[config.mk]
export PLATFORM = sky130hd
export DESIGN_NAME = dmph_front
export DESIGN_NICKNAME = d
export VERILOG_FILES = /design/src/design/dmph_pkg.sv /design/src/design/dmph_front.sv
export SDC_FILE = /design/constraint.sdc
export NUM_CORES = 1
export LEC_CHECK = 0
export BUFFER_PORTS_ARGS = -buffer_cell sky130_fd_sc_hd__buf_2
export CAP_MARGIN = 10
export CORE_MARGIN = 5
export CORE_UTILIZATION = 40
export CTS_CLUSTER_DIAMETER = 60
export DETAILED_ROUTE_END_ITERATION = 8
export PLACE_DENSITY = 0.84
export SYNTH_ARGS = -nofsm -noshare
export SYNTH_HDL_FRONTEND = slang
export SYNTH_SLANG_ARGS = --single-unit
[constraint.sdc]
create_clock -name clk -period 2.33 [get_ports clk]
set_input_delay 0.1165 -clock clk [delete_from_list [all_inputs] [get_ports clk]]
set_output_delay 0.1165 -clock clk [all_outputs]
set_load 0.05 [all_outputs]
[src/design/dmph_pkg.sv]
// Shared types and constants for the dot matrix print head.
// Used by every module of the block; depends on nothing.
package dmph_pkg;

  localparam int FONT_CHARS    = 96;
  localparam int COLS_PER_CHAR = 5;
  localparam int COORD_BITS    = 12;

  localparam int STORE_SIZE  = FONT_CHARS * COLS_PER_CHAR;
  localparam int ADDR_W      = $clog2(STORE_SIZE);
  localparam int PRINT_CHARS = 96;
  localparam int BASE_W      = $clog2(PRINT_CHARS * COLS_PER_CHAR + 1);
  localparam int COL_W       = $clog2(COLS_PER_CHAR + 1);
  localparam int QUEUE_DEPTH = 4;
  localparam int QPTR_W      = $clog2(QUEUE_DEPTH);
  localparam int QCNT_W      = $clog2(QUEUE_DEPTH + 1);
  localparam int CFG_ADDR_W  = 3;
  localparam int CFG_DATA_W  = 12;

  localparam logic [7:0] CHAR_CR     = 8'd13;
  localparam logic [7:0] CHAR_LF     = 8'd10;
  localparam logic [7:0] CHAR_FIRST  = 8'd32;
  localparam logic [7:0] CHAR_LAST   = 8'd127;
  localparam logic [7:0] DOTS_SOLID  = 8'd255;
  localparam logic [3:0] FEED_GRAPH  = 4'd8;
  localparam logic [3:0] FEED_TEXT   = 4'd10;
  localparam logic [3:0] HEAD_MARGIN = 4'd10;

  localparam logic [CFG_ADDR_W-1:0] CFG_PAGE_WIDTH  = 3'd0;
  localparam logic [CFG_ADDR_W-1:0] CFG_PAGE_HEIGHT = 3'd1;
  localparam logic [CFG_ADDR_W-1:0] CFG_UNDERLINE   = 3'd2;
  localparam logic [CFG_ADDR_W-1:0] CFG_GRAPHICS    = 3'd3;
  localparam logic [CFG_ADDR_W-1:0] CFG_UNIX        = 3'd4;

  localparam logic [COORD_BITS-1:0] PAGE_WIDTH_RST  = 12'd510;
  localparam logic [COORD_BITS-1:0] PAGE_HEIGHT_RST = 12'd660;

  localparam logic KIND_COLUMN = 1'b0;
  localparam logic KIND_PAGE   = 1'b1;

  typedef enum logic [2:0] {
    OP_NOP,
    OP_LOAD,
    OP_CR,
    OP_LF,
    OP_TEXT,
    OP_SOLID
  } op_t;

  typedef enum logic [1:0] {
    B_IDLE,
    B_COL,
    B_PAGE
  } bstate_t;

  typedef struct packed {
    logic       command;
    logic [7:0] char_code;
    logic [8:0] font_index;
    logic [7:0] font_data;
  } in_t;

  typedef struct packed {
    logic                  kind;
    logic [COORD_BITS-1:0] column_x;
    logic [COORD_BITS-1:0] row_y;
    logic [7:0]            dots;
    logic                  underline_dot;
    logic                  last;
  } out_t;

  typedef struct packed {
    op_t               op;
    logic [BASE_W-1:0] base;
    logic [ADDR_W-1:0] font_addr;
    logic [7:0]        font_data;
  } cmd_t;

  typedef struct packed {
    logic [COORD_BITS-1:0] page_width;
    logic [COORD_BITS-1:0] page_height;
    logic                  underline_on;
    logic                  graphics_mode;
    logic                  unix_mode;
  } cfg_t;

endpackage

[src/design/dmph_front.sv]
// Front stage: accepts input words, classifies them and holds one command.
// Depends on dmph_pkg.
module dmph_front (
  input  logic            clk,
  input  logic            rst_n,
  input  logic            in_valid,
  output logic            in_stall,
  input  dmph_pkg::in_t   in_data,
  output logic            f_valid,
  output dmph_pkg::cmd_t  f_cmd,
  input  logic            q_full
);

  logic           f_valid_r, f_valid_nxt;
  dmph_pkg::cmd_t f_cmd_r, f_cmd_nxt;
  dmph_pkg::cmd_t cls;
  logic [6:0]     ofs;
  logic           accept, push;

  always_comb begin
    ofs            = in_data.char_code[6:0] - dmph_pkg::CHAR_FIRST[6:0];
    cls.op         = dmph_pkg::OP_NOP;
    cls.base       = dmph_pkg::BASE_W'(dmph_pkg::BASE_W'(ofs) *
                     dmph_pkg::BASE_W'(dmph_pkg::COLS_PER_CHAR));
    cls.font_addr  = dmph_pkg::ADDR_W'(in_data.font_index);
    cls.font_data  = in_data.font_data;
    if (in_data.command) begin
      if (in_data.font_index < dmph_pkg::STORE_SIZE) cls.op = dmph_pkg::OP_LOAD;
    end else if (in_data.char_code < dmph_pkg::CHAR_FIRST) begin
      if (in_data.char_code == dmph_pkg::CHAR_CR) cls.op = dmph_pkg::OP_CR;
      else if (in_data.char_code == dmph_pkg::CHAR_LF) cls.op = dmph_pkg::OP_LF;
    end else if (in_data.char_code > dmph_pkg::CHAR_LAST) begin
      cls.op = dmph_pkg::OP_SOLID;
    end else begin
      cls.op = dmph_pkg::OP_TEXT;
    end
  end

  assign push     = f_valid_r && !q_full;
  assign in_stall = f_valid_r && q_full;
  assign accept   = in_valid && !in_stall;

  always_comb begin
    f_valid_nxt = f_valid_r && !push;
    f_cmd_nxt   = f_cmd_r;
    if (accept) begin
      f_valid_nxt = (cls.op != dmph_pkg::OP_NOP);
      f_cmd_nxt   = cls;
    end
  end

  always_ff @(posedge clk) begin
    if (!rst_n) begin
      f_valid_r <= 1'b0;
    end else begin
      f_valid_r <= f_valid_nxt;
    end
    f_cmd_r <= f_cmd_nxt;
  end

  assign f_valid = f_valid_r;
  assign f_cmd   = f_cmd_r;

endmodule

# ---- Yosys cells after proc, flatten, opt, wreduce, memory -nomap -nowiden
# Index checks and enable logic that the tools add are counted.
dict set report totals {
  inputBits 30
  out_inout_bits 31
  wordCells 27
  regBits 30
}
dict set report op_classes {
  addsub 1
  n_reduce_logical 8
  mul 1
  n_mux 7
  order_cmp 3
  n_eq_ne 2
}
# op n
set op_table {}
lappend op_table {{8-bit by 4-bit equality test with 1-bit output (second input constant)} 2}
lappend op_table {{9-bit < comparator (second input constant)} 1}
lappend op_table {{7-bit by 3-bit multiplier with 9-bit output (second input constant)} 1}
lappend op_table {{8-bit by 7-bit greater-than comparator with 1-bit output (second input constant)} 1}
lappend op_table {{8-bit by 6-bit < comparator with 1-bit output (second input constant)} 1}
lappend op_table {{7-bit by 6-bit subtractor with 7-bit output (second input constant)} 1}
lappend op_table {{3-bit 2-to-1 mux} 2}
lappend op_table {{1-bit logical AND} 4}
lappend op_table {{2-bit 2-to-1 mux} 2}
lappend op_table {{1-bit logical NOT} 3}
lappend op_table {{1-bit 2-to-1 mux} 3}
lappend op_table {{3-bit nonzero test} 1}

# ---- Depth between registers and ports, before layout
dict set report logic_depth {
  depth_word 7
  mapped_depth 7
  mapped_depth_nobuf 7
}

# ---- Least setup slack after synthesis
# No wires, ideal clock.
dict set report synth_timing {
  path_type {register to register}
  startpoint {reg f_valid_r, in the netlist f_valid}
  endpoint {reg f_cmd_r, in the netlist f_cmd[0], enable pin}
  arrival_time_ns 2.286
  path_slack_ns -0.374
  period_less_slack_ns 2.704
  path_buffers 0
  path_stages_with_launch 3
  cell_sequence {dfxtp_1 -> and2_1 -> nor2b_1}
}
dict set report synth_between {
  elab_chain_len 3
}
# element line_no
set synth_lines {}
lappend synth_lines {{from (decl)} dmph_front.sv:14} ;# logic f_valid_r, f_valid_nxt;
lappend synth_lines {{from (signal assigned)} dmph_front.sv:56} ;# f_valid_r <= f_valid_nxt;
lappend synth_lines {{1-bit logical AND} dmph_front.sv:40} ;# assign in_stall = f_valid_r && q_full;
lappend synth_lines {{named net in_stall} dmph_front.sv:7} ;# output logic in_stall,
lappend synth_lines {{1-bit logical NOT} dmph_front.sv:41} ;# assign accept = in_valid && !in_stall;
lappend synth_lines {{1-bit logical AND} dmph_front.sv:41}
lappend synth_lines {{named net accept} dmph_front.sv:18} ;# logic accept, push;
lappend synth_lines {{to (signal assigned)} dmph_front.sv:58} ;# f_cmd_r <= f_cmd_nxt;
lappend synth_lines {{to (decl)} dmph_front.sv:15} ;# dmph_pkg::cmd_t f_cmd_r, f_cmd_nxt;
# The timed path passes the listed nets, and every way through them passes these cells.
# A chain may end at the register's enable or synchronous reset.

==> qor.log <==
qor: outcome.outcome finished, final reports clean
qor: grt.globalRouteTotalUtil 0.173
qor: worst_setup_path.critical_path_peak_fanout 4
qor: sta.achievable-frequency 487 MHz
qor: routing.route.final.wire_length 3.48 mm
qor: sta.clock_skew 9.23 ps
qor: floorplanning.die_area 0.00431 mm²
qor: synth.post_synth_and_or_nand_nor_area_fraction 0.0727
qor: floorplanning.start_util 0.413
qor: cells_and_area.nFillCells 217
qor: synth.post_synth_instance_area 0.00124 mm²
qor: sta.slew-limit-headroom 0.748
qor: clocking.tritoncts yes
qor: cells_and_area.fin_nets 201
qor: worst_setup_path.worst_setup_path_type input port to register
qor: run.timing.max_cap.violations 0
qor: synth.yosys_register_bits 30
qor: worst_setup_path.critical_path_required 2410 ps
qor: cells_and_area.most-common-layout-cells sky130_fd_sc_hd__buf_2 (60), sky130_fd_sc_hd__edfxtp_1 (29), sky130_fd_sc_hd__dlygate4sd3_1 (18)
qor: synth.syn-instance-count 74
qor: routing.drc_errors 0
qor: placed_design.hpwl 2.16 mm
qor: routing.initialDrtViolationCount 54
qor: sta.hold_viol_final 0
qor: pwr.max-vdd-ir-drop 0.000277 V
qor: sta.tightest_slew 378 ps
qor: cells_and_area.layout-drive-gt1-share 0.441
qor: worst_setup_path.cp-end-kind register
qor: floorplanning.io_pins 61
qor: placed_design.finalWeightedCongestion 0.801
qor: clocking.clkSlewWorstSetupHoldPaths 100 ps
qor: cells_and_area.regArea 891 µm²
qor: pwr.power.total 1410 µW
qor: routing.drtAntennaViolNets 0
qor: routing.wl_per_instance 18.0 µm
qor: grt.grt-ovfl-total 0
qor: sta.setup-tns-final 0 ps
qor: cells_and_area.insertedDiodeCount 0
qor: clocking.clock_sink_count 30
qor: synth.yosys_most_used_dff sky130_fd_sc_hd__edfxtp_1
qor: worst_setup_path.timing.critical_path.from_type input port
qor: synth.synth_area_per_cell 16.8 µm²
qor: synth.synth_fp_nets 115
qor: placed_design.port-buffer-count 60
qor: synth.post_synth_num_cell_types 24
qor: sta.timing.final.crit_share 0.882
qor: floorplanning.std_cell_core_area 0.00300 mm²
qor: clocking.cts.path.max_buffers 2
qor: cells_and_area.mostFrequentLayoutCell sky130_fd_sc_hd__buf_2
qor: clocking.htree_num_levels 2
qor: pwr.p_per_area 761 mW/mm²
qor: grt.wire_length_of_the_first_global_routing_pass 5.38 mm
qor: synth.portion_of_netlist_area_occupied_by_mux_cells 0
qor: grt.first_global_vias 1044
qor: clocking.worst_skew_pair.late_latency 330 ps
qor: min_path.hold_path.class input port to register
qor: worst_setup_path.critical_path_arrival 2140 ps
qor: synth.synth_fa_ha_area_frac 0.117
qor: routing.via_per_inst 4.95
qor: sta.min_period 2050 ps
qor: routing.via_count 960
qor: synth.ys_seq_area_frac 0.718
qor: grt.grt_max_degree 30
qor: grt.grt_antenna_before_repair 0
qor: floorplanning.row_count 20
qor: sta.timing.final.setup_violations 0
qor: floorplanning.floorplan.die.width 65.7 µm
qor: floorplanning.die-height 65.7 µm
qor: sta.report.final.slew_viol_count 0
qor: pwr.leakage 0.000816 µW
qor: clocking.clk_root_buffer_cell sky130_fd_sc_hd__clkbuf_4
qor: cells_and_area.syn_to_final_growth 49.1%
qor: synth.synth_enable_flop_cells 29
qor: synth.synth_area_in_compound_gates 0.0474
qor: synth.postSynth.asyncResetShare 0
qor: routing.drtPass1Iterations 4
qor: clocking.quantity_of_gates_resized_following_cts 0
qor: clocking.numCtsBuffers 5
qor: sta.rsz0062_at_grt no
qor: synth.post_synth_xor_area_fraction 0.0353
qor: synth.syn_warnings 0
qor: cells_and_area.multiInputGateArea 340 µm²
qor: synth.main_combinational_cell_family_by_area_after_synthesis adder cells
## final cells by class
| cell class | count | share of cell area |
|---|---|---|
| clock inverters | 3 | 0.0217 |
| inverters | 3 | 0.00609 |
| repair buffers | 79 | 0.264 |
| well taps | 33 | 0.0223 |
| flip-flops and latches | 30 | 0.482 |
| clock buffers | 5 | 0.0203 |
| multi-input cells | 41 | 0.184 |
## layer usage
layer / wire (µm) / GRT usage / up-vias
met5: 0 / 0 / -
met4: 93 / 0.0907 / 0
met3: 367 / 0.0530 / 10
met2: 1700 / 0.292 / 58
met1: 1320 / 0.196 / 442
li1: - / - / 450
## what timing repair did
action,4_1_cts,5_1_grt
buffers inserted,0,0
endpoints found under the setup margin,0,0
endpoints found under the hold margin,18,0
hold buffers,18,0
## worst max-delay path, cell delays in order
cell and delay, ps:
sky130_fd_sc_hd__dlygate4sd3_1 550, sky130_fd_sc_hd__buf_2 150, sky130_fd_sc_hd__ha_1 230, sky130_fd_sc_hd__ha_1 230
sky130_fd_sc_hd__fa_1 410, sky130_fd_sc_hd__a21o_1 190, sky130_fd_sc_hd__a21oi_1 170, sky130_fd_sc_hd__xnor2_1 80
## cells in the mapped netlist, types with 3 or more instances
cell type | count | area share
sky130_fd_sc_hd__edfxtp_1 | 29 | 0.70
sky130_fd_sc_hd__nor2b_1 | 3 | 0.015
sky130_fd_sc_hd__ha_1 | 10 | 0.10
sky130_fd_sc_hd__nand2_1 | 3 | 0.0091
sky130_fd_sc_hd__a21oi_1 | 3 | 0.012
sky130_fd_sc_hd__nor2_1 | 3 | 0.0091
sky130_fd_sc_hd__inv_1 | 3 | 0.0091
sky130_fd_sc_hd__xnor2_1 | 4 | 0.028
## state kept, by name (all words and copies together) (netlist names)
register / flops
f_cmd: 29
f_valid: 1
## path summary, 6_finish.rpt
| check | startpoint | to | slack [ps] | cells after the start |
|---|---|---|---|---|
| setup / recovery | in_data[17] | f_cmd[24] | 280 | 8 |
| hold / removal | rst_n | f_valid | 20 | 3 |
| setup reg to reg | f_valid | f_cmd[23] | 1000 | 3 |
| hold reg to reg | f_valid | f_valid | 750 | 3 |
## metrics by stage
stage / util / cells / hold WS, ps / cell area, µm² / setup slack [ps]
finish: 0.616 / 194 / 21.2 / 1850 / 275
detailed placement: 0.530 / 168 / 296 / 1590 / 443
floorplan: - / 74 / 215 / 1240 / 168
global placement: 0.530 / 168 / 296 / 1590 / 521
global route: 0.616 / 194 / 21.1 / 1850 / 173
CTS: 0.616 / 194 / 16.4 / 1850 / 336
## cell families (layout without fill, tap and decap cells)
kind of cell,after synthesis,count (layout)
flip-flops,30,30
AND/OR/NAND/NOR,16,16
adder cells (fa/ha/maj),11,11
AO/OA/AOI/OAI,9,9
XOR/XNOR,5,5
buffers and inverters,3,90
## report_power, final
| part | leakage [µW] | internal [µW] | switching [µW] | total (µW) |
|---|---|---|---|---|
| Clock | 0.0000450 | 222 | 187 | 409 |
| Combinational | 0.000482 | 105 | 236 | 341 |
| Sequential | 0.000289 | 645 | 12.4 | 657 |
No activity file was read; power rests on OpenSTA's default activity.
