<file path="src/design/dmph_pkg.sv">
// Shared types and constants for the dot matrix print head.
// Used by every module of the block; depends on nothing.
package dmph_pkg;

  localparam int FONT_CHARS    = 96;
  localparam int COLS_PER_CHAR = 5;
  localparam int COORD_BITS    = 12;

  localparam int STORE_SIZE  = FONT_CHARS * COLS_PER_CHAR;
  localparam int ADDR_W      = $clog2(STORE_SIZE);
  localparam int PRINT_CHARS = 96;
  localparam int BASE_W      = $clog2(PRINT_CHARS * COLS_PER_CHAR + 1);
  localparam int COL_W       = $clog2(COLS_PER_CHAR + 1);
  localparam int QUEUE_DEPTH = 4;
  localparam int QPTR_W      = $clog2(QUEUE_DEPTH);
  localparam int QCNT_W      = $clog2(QUEUE_DEPTH + 1);
  localparam int CFG_ADDR_W  = 3;
  localparam int CFG_DATA_W  = 12;

  localparam logic [7:0] CHAR_CR     = 8'd13;
  localparam logic [7:0] CHAR_LF     = 8'd10;
  localparam logic [7:0] CHAR_FIRST  = 8'd32;
  localparam logic [7:0] CHAR_LAST   = 8'd127;
  localparam logic [7:0] DOTS_SOLID  = 8'd255;
  localparam logic [3:0] FEED_GRAPH  = 4'd8;
  localparam logic [3:0] FEED_TEXT   = 4'd10;
  localparam logic [3:0] HEAD_MARGIN = 4'd10;

  localparam logic [CFG_ADDR_W-1:0] CFG_PAGE_WIDTH  = 3'd0;
  localparam logic [CFG_ADDR_W-1:0] CFG_PAGE_HEIGHT = 3'd1;
  localparam logic [CFG_ADDR_W-1:0] CFG_UNDERLINE   = 3'd2;
  localparam logic [CFG_ADDR_W-1:0] CFG_GRAPHICS    = 3'd3;
  localparam logic [CFG_ADDR_W-1:0] CFG_UNIX        = 3'd4;

  localparam logic [COORD_BITS-1:0] PAGE_WIDTH_RST  = 12'd510;
  localparam logic [COORD_BITS-1:0] PAGE_HEIGHT_RST = 12'd660;

  localparam logic KIND_COLUMN = 1'b0;
  localparam logic KIND_PAGE   = 1'b1;

  typedef enum logic [2:0] {
    OP_NOP,
    OP_LOAD,
    OP_CR,
    OP_LF,
    OP_TEXT,
    OP_SOLID
  } op_t;

  typedef enum logic [1:0] {
    B_IDLE,
    B_COL,
    B_PAGE
  } bstate_t;

  typedef struct packed {
    logic       command;
    logic [7:0] char_code;
    logic [8:0] font_index;
    logic [7:0] font_data;
  } in_t;

  typedef struct packed {
    logic                  kind;
    logic [COORD_BITS-1:0] column_x;
    logic [COORD_BITS-1:0] row_y;
    logic [7:0]            dots;
    logic                  underline_dot;
    logic                  last;
  } out_t;

  typedef struct packed {
    op_t               op;
    logic [BASE_W-1:0] base;
    logic [ADDR_W-1:0] font_addr;
    logic [7:0]        font_data;
  } cmd_t;

  typedef struct packed {
    logic [COORD_BITS-1:0] page_width;
    logic [COORD_BITS-1:0] page_height;
    logic                  underline_on;
    logic                  graphics_mode;
    logic                  unix_mode;
  } cfg_t;

endpackage

</file>
<file path="src/design/dmph_queue.sv">
// Command queue between front and back stages.
// Depends on dmph_pkg.
module dmph_queue (
  input  logic           clk,
  input  logic           rst_n,
  input  logic           push,
  input  dmph_pkg::cmd_t push_cmd,
  output logic           q_full,
  input  logic           pop,
  output logic           q_valid,
  output dmph_pkg::cmd_t q_cmd
);

  dmph_pkg::cmd_t                  slot_r [dmph_pkg::QUEUE_DEPTH];
  logic [dmph_pkg::QPTR_W-1:0]     wr_ptr_r, wr_ptr_nxt;
  logic [dmph_pkg::QPTR_W-1:0]     rd_ptr_r, rd_ptr_nxt;
  logic [dmph_pkg::QCNT_W-1:0]     count_r, count_nxt;
  logic                            do_push, do_pop;

  assign q_full  = (count_r == dmph_pkg::QCNT_W'(dmph_pkg::QUEUE_DEPTH));
  assign q_valid = (count_r != '0);
  assign q_cmd   = slot_r[rd_ptr_r];
  assign do_push = push && !q_full;
  assign do_pop  = pop && q_valid;

  always_comb begin
    wr_ptr_nxt = wr_ptr_r;
    rd_ptr_nxt = rd_ptr_r;
    count_nxt  = count_r;
    if (do_push) begin
      wr_ptr_nxt = (wr_ptr_r == dmph_pkg::QPTR_W'(dmph_pkg::QUEUE_DEPTH - 1)) ?
                   '0 : wr_ptr_r + 1'b1;
    end
    if (do_pop) begin
      rd_ptr_nxt = (rd_ptr_r == dmph_pkg::QPTR_W'(dmph_pkg::QUEUE_DEPTH - 1)) ?
                   '0 : rd_ptr_r + 1'b1;
    end
    case ({do_push, do_pop})
      2'b10:   count_nxt = count_r + 1'b1;
      2'b01:   count_nxt = count_r - 1'b1;
      default: count_nxt = count_r;
    endcase
  end

  always_ff @(posedge clk) begin
    if (!rst_n) begin
      wr_ptr_r <= '0;
      rd_ptr_r <= '0;
      count_r  <= '0;
    end else begin
      wr_ptr_r <= wr_ptr_nxt;
      rd_ptr_r <= rd_ptr_nxt;
      count_r  <= count_nxt;
    end
    if (do_push) slot_r[wr_ptr_r] <= push_cmd;
  end

endmodule

</file>
<file path="config.mk">
export PLATFORM = sky130hd
export DESIGN_NAME = dmph_queue
export DESIGN_NICKNAME = d
export VERILOG_FILES = /design/src/design/dmph_pkg.sv /design/src/design/dmph_queue.sv
export SDC_FILE = /design/constraint.sdc
export NUM_CORES = 1
export LEC_CHECK = 0
export BUFFER_PORTS_ARGS = -buffer_cell sky130_fd_sc_hd__buf_4
export CAP_MARGIN = 10
export CORE_ASPECT_RATIO = 1.1
export CORE_MARGIN = 5
export CORE_UTILIZATION = 61
export DETAILED_ROUTE_END_ITERATION = 10
export MAX_ROUTING_LAYER = met4
export PLACE_DENSITY = 0.94
export SLEW_MARGIN = 0
export SYNTH_ARGS = -nofsm -noshare
export SYNTH_HDL_FRONTEND = slang
export SYNTH_SLANG_ARGS = --single-unit
</file>
<file path="constraint.sdc">
create_clock -name clk -period 5.3 [get_ports clk]
set_input_delay 0.265 -clock clk [delete_from_list [all_inputs] [get_ports clk]]
set_output_delay 0.265 -clock clk [all_outputs]
set_load 0.02 [all_outputs]
</file>
---- Yosys cells after proc, flatten, opt, wreduce, memory -nomap -nowiden ----
Memory sizes are Yosys's and may differ from the RTL's. A register that Yosys moved wholly into a read port is not among the register bits.
Cells that the tools add are included.
word-level totals
  register bits ........................... 7
  bits in writable memories ............... 116
  input port bits ......................... 33
  output and inout bits ................... 31
  memories kept ........................... 1
memory list
  name    words  width  read ports  clocked after memory_dff  wr ports  RTL line          RTL
  slot_r  4      29     1           1                         1         dmph_queue.sv:14  dmph_pkg::cmd_t slot_r [dmph_pkg::QUEUE_DEPTH];
operators by class
  $add $sub $neg .......................... 4
  eq/ne operators ......................... 5
  multiplexer cells ....................... 7
  reduce and logical (&&, ||, !) cells .... 5
operator list
  kind                                                  number
  2-to-1 mux 2 bit                                      4
  equality test 2 bit (second input constant)           3
  one-hot mux 3 bit (2 select lines)                    1
  adder 2 x 1 -> 2 bit (second input constant)          2
  adder 3 x 1 -> 3 bit (second input constant)          1
  equality test 3 bit (second input constant)           1
  nonzero test 3 bit                                    1
  subtractor 3 x 1 -> 3 bit (second input constant)     1
  equality test 2 x 1 -> 1 bit (second input constant)  1
  logical AND 1 bit                                     2
  2-to-1 mux 1 bit                                      2
  nonzero test 2 bit                                    1
  logical NOT 1 bit                                     1

---- Logic depth before layout (Yosys ltp) ----
Gate-level depths: netlist (run 1).
  depth in word-level cells ............... 5
  mapped depth ............................ 10

---- Least setup slack after synthesis (run 1) ----
No wires, ideal clock.
  path kind ............................... register to register
  start point ............................. reg count_r[2] (netlist bit)
  end point ............................... reg count_r[2] (netlist bit)
  setup time .............................. 76 ps
  arrival ................................. 2,154 ps
  required time ........................... 5,224 ps
  setup slack ............................. 3,071 ps
  cell stages (with the launch flop) ...... 11
  path buffers ............................ 1
  clock period less this slack ............ 2,229 ps
  cells stage by stage .................... dfxtp_1 nor3b_2 nor2b_1 buf_2 inv_1 ha_1 inv_1 fa_1 xor2_1 or3_1 a21boi_0
between the ends
  word-level cells in the longest chain between the ends .. 5
  elaborated cells on any way between the ends .. 11
  those cells by class .................... 2 x add/sub; 3 x eq/ne; 1 x mux; 5 x reduce/logical
ends and longest elaborated chain
  element                                                                   RTL line          RTL
  start, declared                                                           dmph_queue.sv:17  logic [dmph_pkg::QCNT_W-1:0] count_r, count_nxt;
  start signal, assigned                                                    dmph_queue.sv:53  count_r <= count_nxt;
  equality test 3 bit (*)                                                   dmph_queue.sv:20  assign q_full = (count_r == dmph_pkg::QCNT_W'(dmph_pkg::QUEUE_DEPTH));
  named net q_full                                                          dmph_queue.sv:8   output logic q_full,
  logical NOT 1 bit (*)                                                     dmph_queue.sv:23  assign do_push = push && !q_full;
  logical AND 1 bit (*)                                                     dmph_queue.sv:23
  equality test 2 x 1 -> 1 bit or equality test 2 bit (tied branches)       dmph_queue.sv:38  case ({do_push, do_pop})
  one-hot mux 3 bit (2 select lines) or nonzero test 2 bit (tied branches)  --
The timed path passes the listed nets; every way through them passes the cells marked *.
A chain may end at the register's enable or synchronous reset.

==> impl_metrics.yaml, run 1 <==
yosys:
  synth_top_family_by_area: "multiplexers"
  synthAdderAreaFrac: 0.0203
  yosysWarnings: 0
  synth-xor-area-share: 0.00374
  synth_seq_cells: 125
  synthSimpleGateAreaFrac: 0.0240
  synth_area_leaders: "edfxtp_1 74%, mux4_2 13%, dfxtp_1 3.8%"
  yosysMostFrequentCell: "edfxtp_1"
  syn_area_sq_um: 4690
  netlist.area_leader.share: 0.743
  avgSynthCellArea_sq_um: 22.6
  synth_mux_area_frac: 0.144
  yosysUniqueCellTypes: 25
  synthTopCellsByCount: "116 x edfxtp_1, 28 x mux4_2, 9 x dfxtp_1, 7 x inv_1, 7 x nand2_1"
  yosysSeqAreaShare: 0.781
  syn_nets: 247
  synthCells: 207
  synth-edff-count: 116
  ys_dominant_reg_cell: "edfxtp_1"
  synth_compound_area_frac: 0.00747
  yosysTopAreaCell: "edfxtp_1"
  ys_async_sr_fraction: 0
setup_path:
  crit_type: "flip-flop to primary output"
  crit_path_max_incr_delay_ns: 1.01
  worstPathRequired_ns: 5.04
  crit_arrival_ns: 2.36
  reg2reg_depth: 9
  end_kind: "primary output"
  crit_slowest_cell: "dfxtp_2"
  cp_cell_sequence: "mux4_1, buf_4"
  start_kind: "flip-flop"
  crit_fanout: 29
layout:
  multi_input_area_sq_um: 941
  drive_above_1_share: 0.400
  fin_area_sq_um: 6090
  fillCellCount: 334
  nets: 352
  seq_area_sq_um: 3660
  n_antenna_cell: 0
  area_delta_synth_final_pct: 30.0
grt:
  grt_overflow: 0
  grtUsageTotal: 0.221
  grt_max_degree: 30
  grt_pass1_wl_um: 14200
  grt_antenna_before_repair: 0
  grt_pass1_vias: 2573
clocking:
  clock_latency_ns: 0.51
  cts_root_buf: "clkbuf_8"
  htreeDepth: 4
  cts_made_buffers: 17
  ctsResizeCount: 0
  cts_buffer_depth: 2
  clkTransAtPathRegs_ns: 0.06
  clock-sinks: 125
  tritoncts: "yes"
sta:
  fin_crit_ns: 2.63
  tightest_slew_ns: 1.03
  setup_viol: 0
  finClkSkew_ns: 0.00528
  rsz0062_at_grt: "no"
  fin_tns_setup_ns: 0
  fin_crit_sh: 0.495
  fmax_mhz: 381
  drv_slew: 0
  slew_headroom: 0.315
  final-hold-violation-count: 0
power_and_ir_drop:
  powerDensity_nw_per_um2: 499
  p_leak_nw: 2.14
  fin_total_pwr_mw: 3.04
  vdd_drop_max_mv: 0.373
hold_path:
  hp-class: "primary input to flip-flop"
  min_path_cells: 2
placement:
  placed_area_sq_um: 5250
  portBuffers: 63
  gp_routability_congestion: 0.724
  dp_hpwl_um: 4710
floorplanning:
  dieWidth_um: 93.6
  die_y_um: 102
  io_pins: 64
  start_util: 0.627
  rows: 33
  core_sq_um: 7470
  die-area_sq_um: 9540
route:
  vias: 2398
  via_per_inst: 5.58
  route.detailed.drc: 0
  drt-initial-drc-count: 149
  drt_first_pass_iters: 4
  routed_wl_um: 9100
  routedWlPerCell_um: 21.2
  antenna_left: 0
job:
  max-cap-violations: 0
run_status:
  status: "completed"
==> sequential cells by signal, summed over array words and instances, names as in the netlist, named ones only <==
register  count
rd_ptr_r      2
count_r       3
slot_r      116
wr_ptr_r      2
==> power by group <==
group | total (mW) | internal, mW | switching [mW]
combinational | 0.685 | 0.349 | 0.335
clock | 1.06 | 0.627 | 0.430
sequential | 1.30 | 1.20 | 0.0994
==> per-layer routing <==
layer | routed length [um] | share of wire | up-vias | track usage
met5 | 0 | 0 | - | -
met4 | 144 | 0.016 | 0 | 0.0689
met3 | 541 | 0.059 | 14 | 0.0707
met2 | 5010 | 0.55 | 95 | 0.376
met1 | 3400 | 0.37 | 1229 | 0.253
li1 | - | - | 1060 | -
==> placed cells by master, fill, tap and decap left out, types with 2 or more instances in the layout <==
master / n
edfxtp_1: 116
buf_4: 65
dlygate4sd3_1: 29
mux4_2: 28
clkbuf_16: 16
dfxtp_1: 8
inv_1: 7
nand2_1: 7
ha_1: 6
o21ai_0: 4
clkinvlp_4: 4
inv_6: 4
and2_2: 3
and2_1: 3
clkinv_2: 3
or3_1: 2
nor2_1: 2
mux2i_1: 2
nand3_1: 2
clkinv_4: 2
==> timing repair <==
action / 4_1_cts / 5_1_grt
hold endpoints to repair: 116 / 0
hold buffers: 29 / 0
setup buffers: 0 / 0
==> cell type report <==
type,instances,share of cell area
flip-flops and latches,125,0.601
clock inverters,15,0.0228
multi-input cells,67,0.154
inverters,7,0.00431
clock buffers,17,0.0680
repair buffers,94,0.128
well taps,105,0.0216
==> cell families after synthesis <==
logic type	count (synthesis)
multiplexers	31
buffers and inverters	15
adder cells (fa/ha/maj)	7
XOR/XNOR	2
AO/OA/AOI/OAI	6
flip-flops	125
AND/OR/NAND/NOR	21
==> worst max-delay path, delay by kind of cell (launching register included) <==
family	cells	cell delay, ns
buffers and inverters	1	0.18
flip-flops	1	1.01
multiplexers	1	0.66
==> metrics by stage <==
stage / hold slack (ns) / util / instances / setup slack [ns]
global placement: 0.464 / 0.703 / 369 / 3.14
detailed placement: 0.468 / 0.703 / 369 / 3.12
floorplan: 0.364 / - / 207 / 3.07
finish: 0.0675 / 0.816 / 430 / 2.67
CTS: 0.0539 / 0.816 / 430 / 2.57
global route: 0.0588 / 0.816 / 430 / 2.47
==> final timing paths <==
path	from	endpoint	slack (ns)
min	rst_n	count_r[0]	0.07
min reg2reg	wr_ptr_r[1]	wr_ptr_r[1]	0.51
max reg2reg	count_r[1]	count_r[2]	3.17
max	flip-flop	q_cmd[23]	2.67
Power figures use the tool's default switching activity.
==> run 2: changes to the inputs <==
- CORE_UTILIZATION: 61 -> 51
- PLACE_DENSITY: 0.94 -> 0.85
- clock period: 5.3 -> 2.2 ns (I/O delays scaled with it)
==> impl_metrics.yaml, run 2 (same netlist as run 1, synthesis figures left out) <==
placement:
  portBuffers: 63
  place_ws_ns: 0.0345
  dp_hpwl_um: 5040
  placed_area_sq_um: 5380
  gp_routability_congestion: 0.664
setup_path:
  reg2reg_setup_slack_ns: 0.11
  worstPathRequired_ns: 2.62
  crit_arrival_ns: 2.51
  crit_path_max_incr_delay_ns: 0.37
  crit_family: "simple AND/OR/NAND/NOR gates"
  cp_common_cell: "inv_1"
  worst-path-buf-inv: 2
  cp_cell_sequence: "nor3b_4, nor2b_2, inv_1, ha_2, inv_1, fa_1, xor2_1, or3_1, a21boi_1"
  start_kind: "flip-flop"
  end_kind: "flip-flop"
  crit_slowest_cell: "fa_1"
  crit_type: "flip-flop to flip-flop"
  crit_fanout: 7
layout:
  regMostFlops: "slot_r"
  largest_reg_flops: 116
  top_regs: "slot_r (116), count_r (3)"
  fillCellCount: 537
  final_common_cell: "edfxtp_1"
  fin_util: 0.712
  n_antenna_cell: 0
  layout_common_cells: "116 x edfxtp_1, 66 x buf_4, 30 x dlygate4sd3_1"
  fin_area_sq_um: 6350
  nets: 360
  area_delta_synth_final_pct: 35.4
  drive_above_1_share: 0.426
  multi_input_area_sq_um: 953
  seq_area_sq_um: 3670
clocking:
  htreeDepth: 4
  clkTransAtPathRegs_ns: 0.06
  tritoncts: "yes"
  clock-sinks: 125
  post_cts_buffers: 0
  clock_latency_ns: 0.50
  cts_buffer_depth: 2
  cts_made_buffers: 17
  cts_root_buf: "clkbuf_8"
grt:
  grt_overflow: 0
  grt_pass1_wl_um: 14100
  grtUsageTotal: 0.176
  grt_max_degree: 30
  grt_antenna_before_repair: 0
  grt_pass1_vias: 2624
sta:
  holdWs_ns: 0.0978
  slew_headroom: 0.724
  fin_tns_setup_ns: 0
  tightest_slew_ns: 0.410
  layout_setup_ws_ns: 0.113
  fin_crit_ns: 2.09
  finClkSkew_ns: 0.00758
  fin_crit_sh: 0.949
  final-hold-violation-count: 0
  fmax_mhz: 479
  drv_slew: 0
  setup_viol: 0
  rsz0062_at_grt: "yes"
route:
  drt-initial-drc-count: 151
  routedWlPerCell_um: 20.0
  drt_first_pass_iters: 5
  via_per_inst: 5.30
  routed_wl_um: 8960
  route.detailed.drc: 0
  vias: 2371
  antenna_left: 0
floorplanning:
  core_sq_um: 8920
  die-area_sq_um: 11200
  io_pins: 64
  dieWidth_um: 101
  die_y_um: 111
  start_util: 0.526
  rows: 36
power_and_ir_drop:
  powerDensity_nw_per_um2: 1240
  vdd_drop_max_mv: 0.805
  p_leak_nw: 2.25
job:
  max-cap-violations: 0
hold_path:
  hp-class: "primary input to flip-flop"
run_status:
  status: "completed"
run 2: layout make-up:
type / count / area share
clock buffer: 18 / 0.0658
timing repair buffer: 102 / 0.145
inverter: 7 / 0.00414
sequential: 125 / 0.578
multi-input combinational: 67 / 0.150
tap: 114 / 0.0225
clock inverter: 14 / 0.0343
run 2: worst paths after layout:
kind                                   from     endpoint  cells past startpoint
worst min-delay path                   push  wr_ptr_r[0]                      3
worst min register to register  wr_ptr_r[1]  wr_ptr_r[1]                      2
worst max register to register   count_r[2]   count_r[2]                      9
worst max-delay path             count_r[2]   count_r[2]                      9
run 2: tightest hold or removal path: cells and delay by family:
kind / cells / cell delay, ns
buf+inv: 1 / 0.11
simple gates: 1 / 0.19
mux: 1 / 0.13
run 2: per-stage QoR:
step                      instances  power, mW
after floorplan                 207       4.19
after global placement          384       4.84
after detailed placement        384       4.90
after CTS                       446       7.89
after global routing            447       8.20
final                           447       7.88
run 2: metal layers:
metal	part of all wire	up-vias	GRT usage	routed length, um
li1	-	1068	-	-
met1	0.40	1215	0.210	3610
met2	0.54	78	0.287	4870
met3	0.045	10	0.0504	403
met4	0.0083	0	0.0585	74
met5	0	-	-	0
run 2: timing repair:
action                                  CTS  global route
resized for setup                         0             6
endpoints found under the setup margin    0             3
hold buffers                             30             0
endpoints found under the hold margin   125             0
run 2: power breakdown:
group | total, mW | switching, mW | internal, mW
clock network | 2.94 | 0.983 | 1.96
logic | 1.91 | 0.942 | 0.967
registers | 3.03 | 0.140 | 2.89
total | 7.88 | 2.06 | 5.81
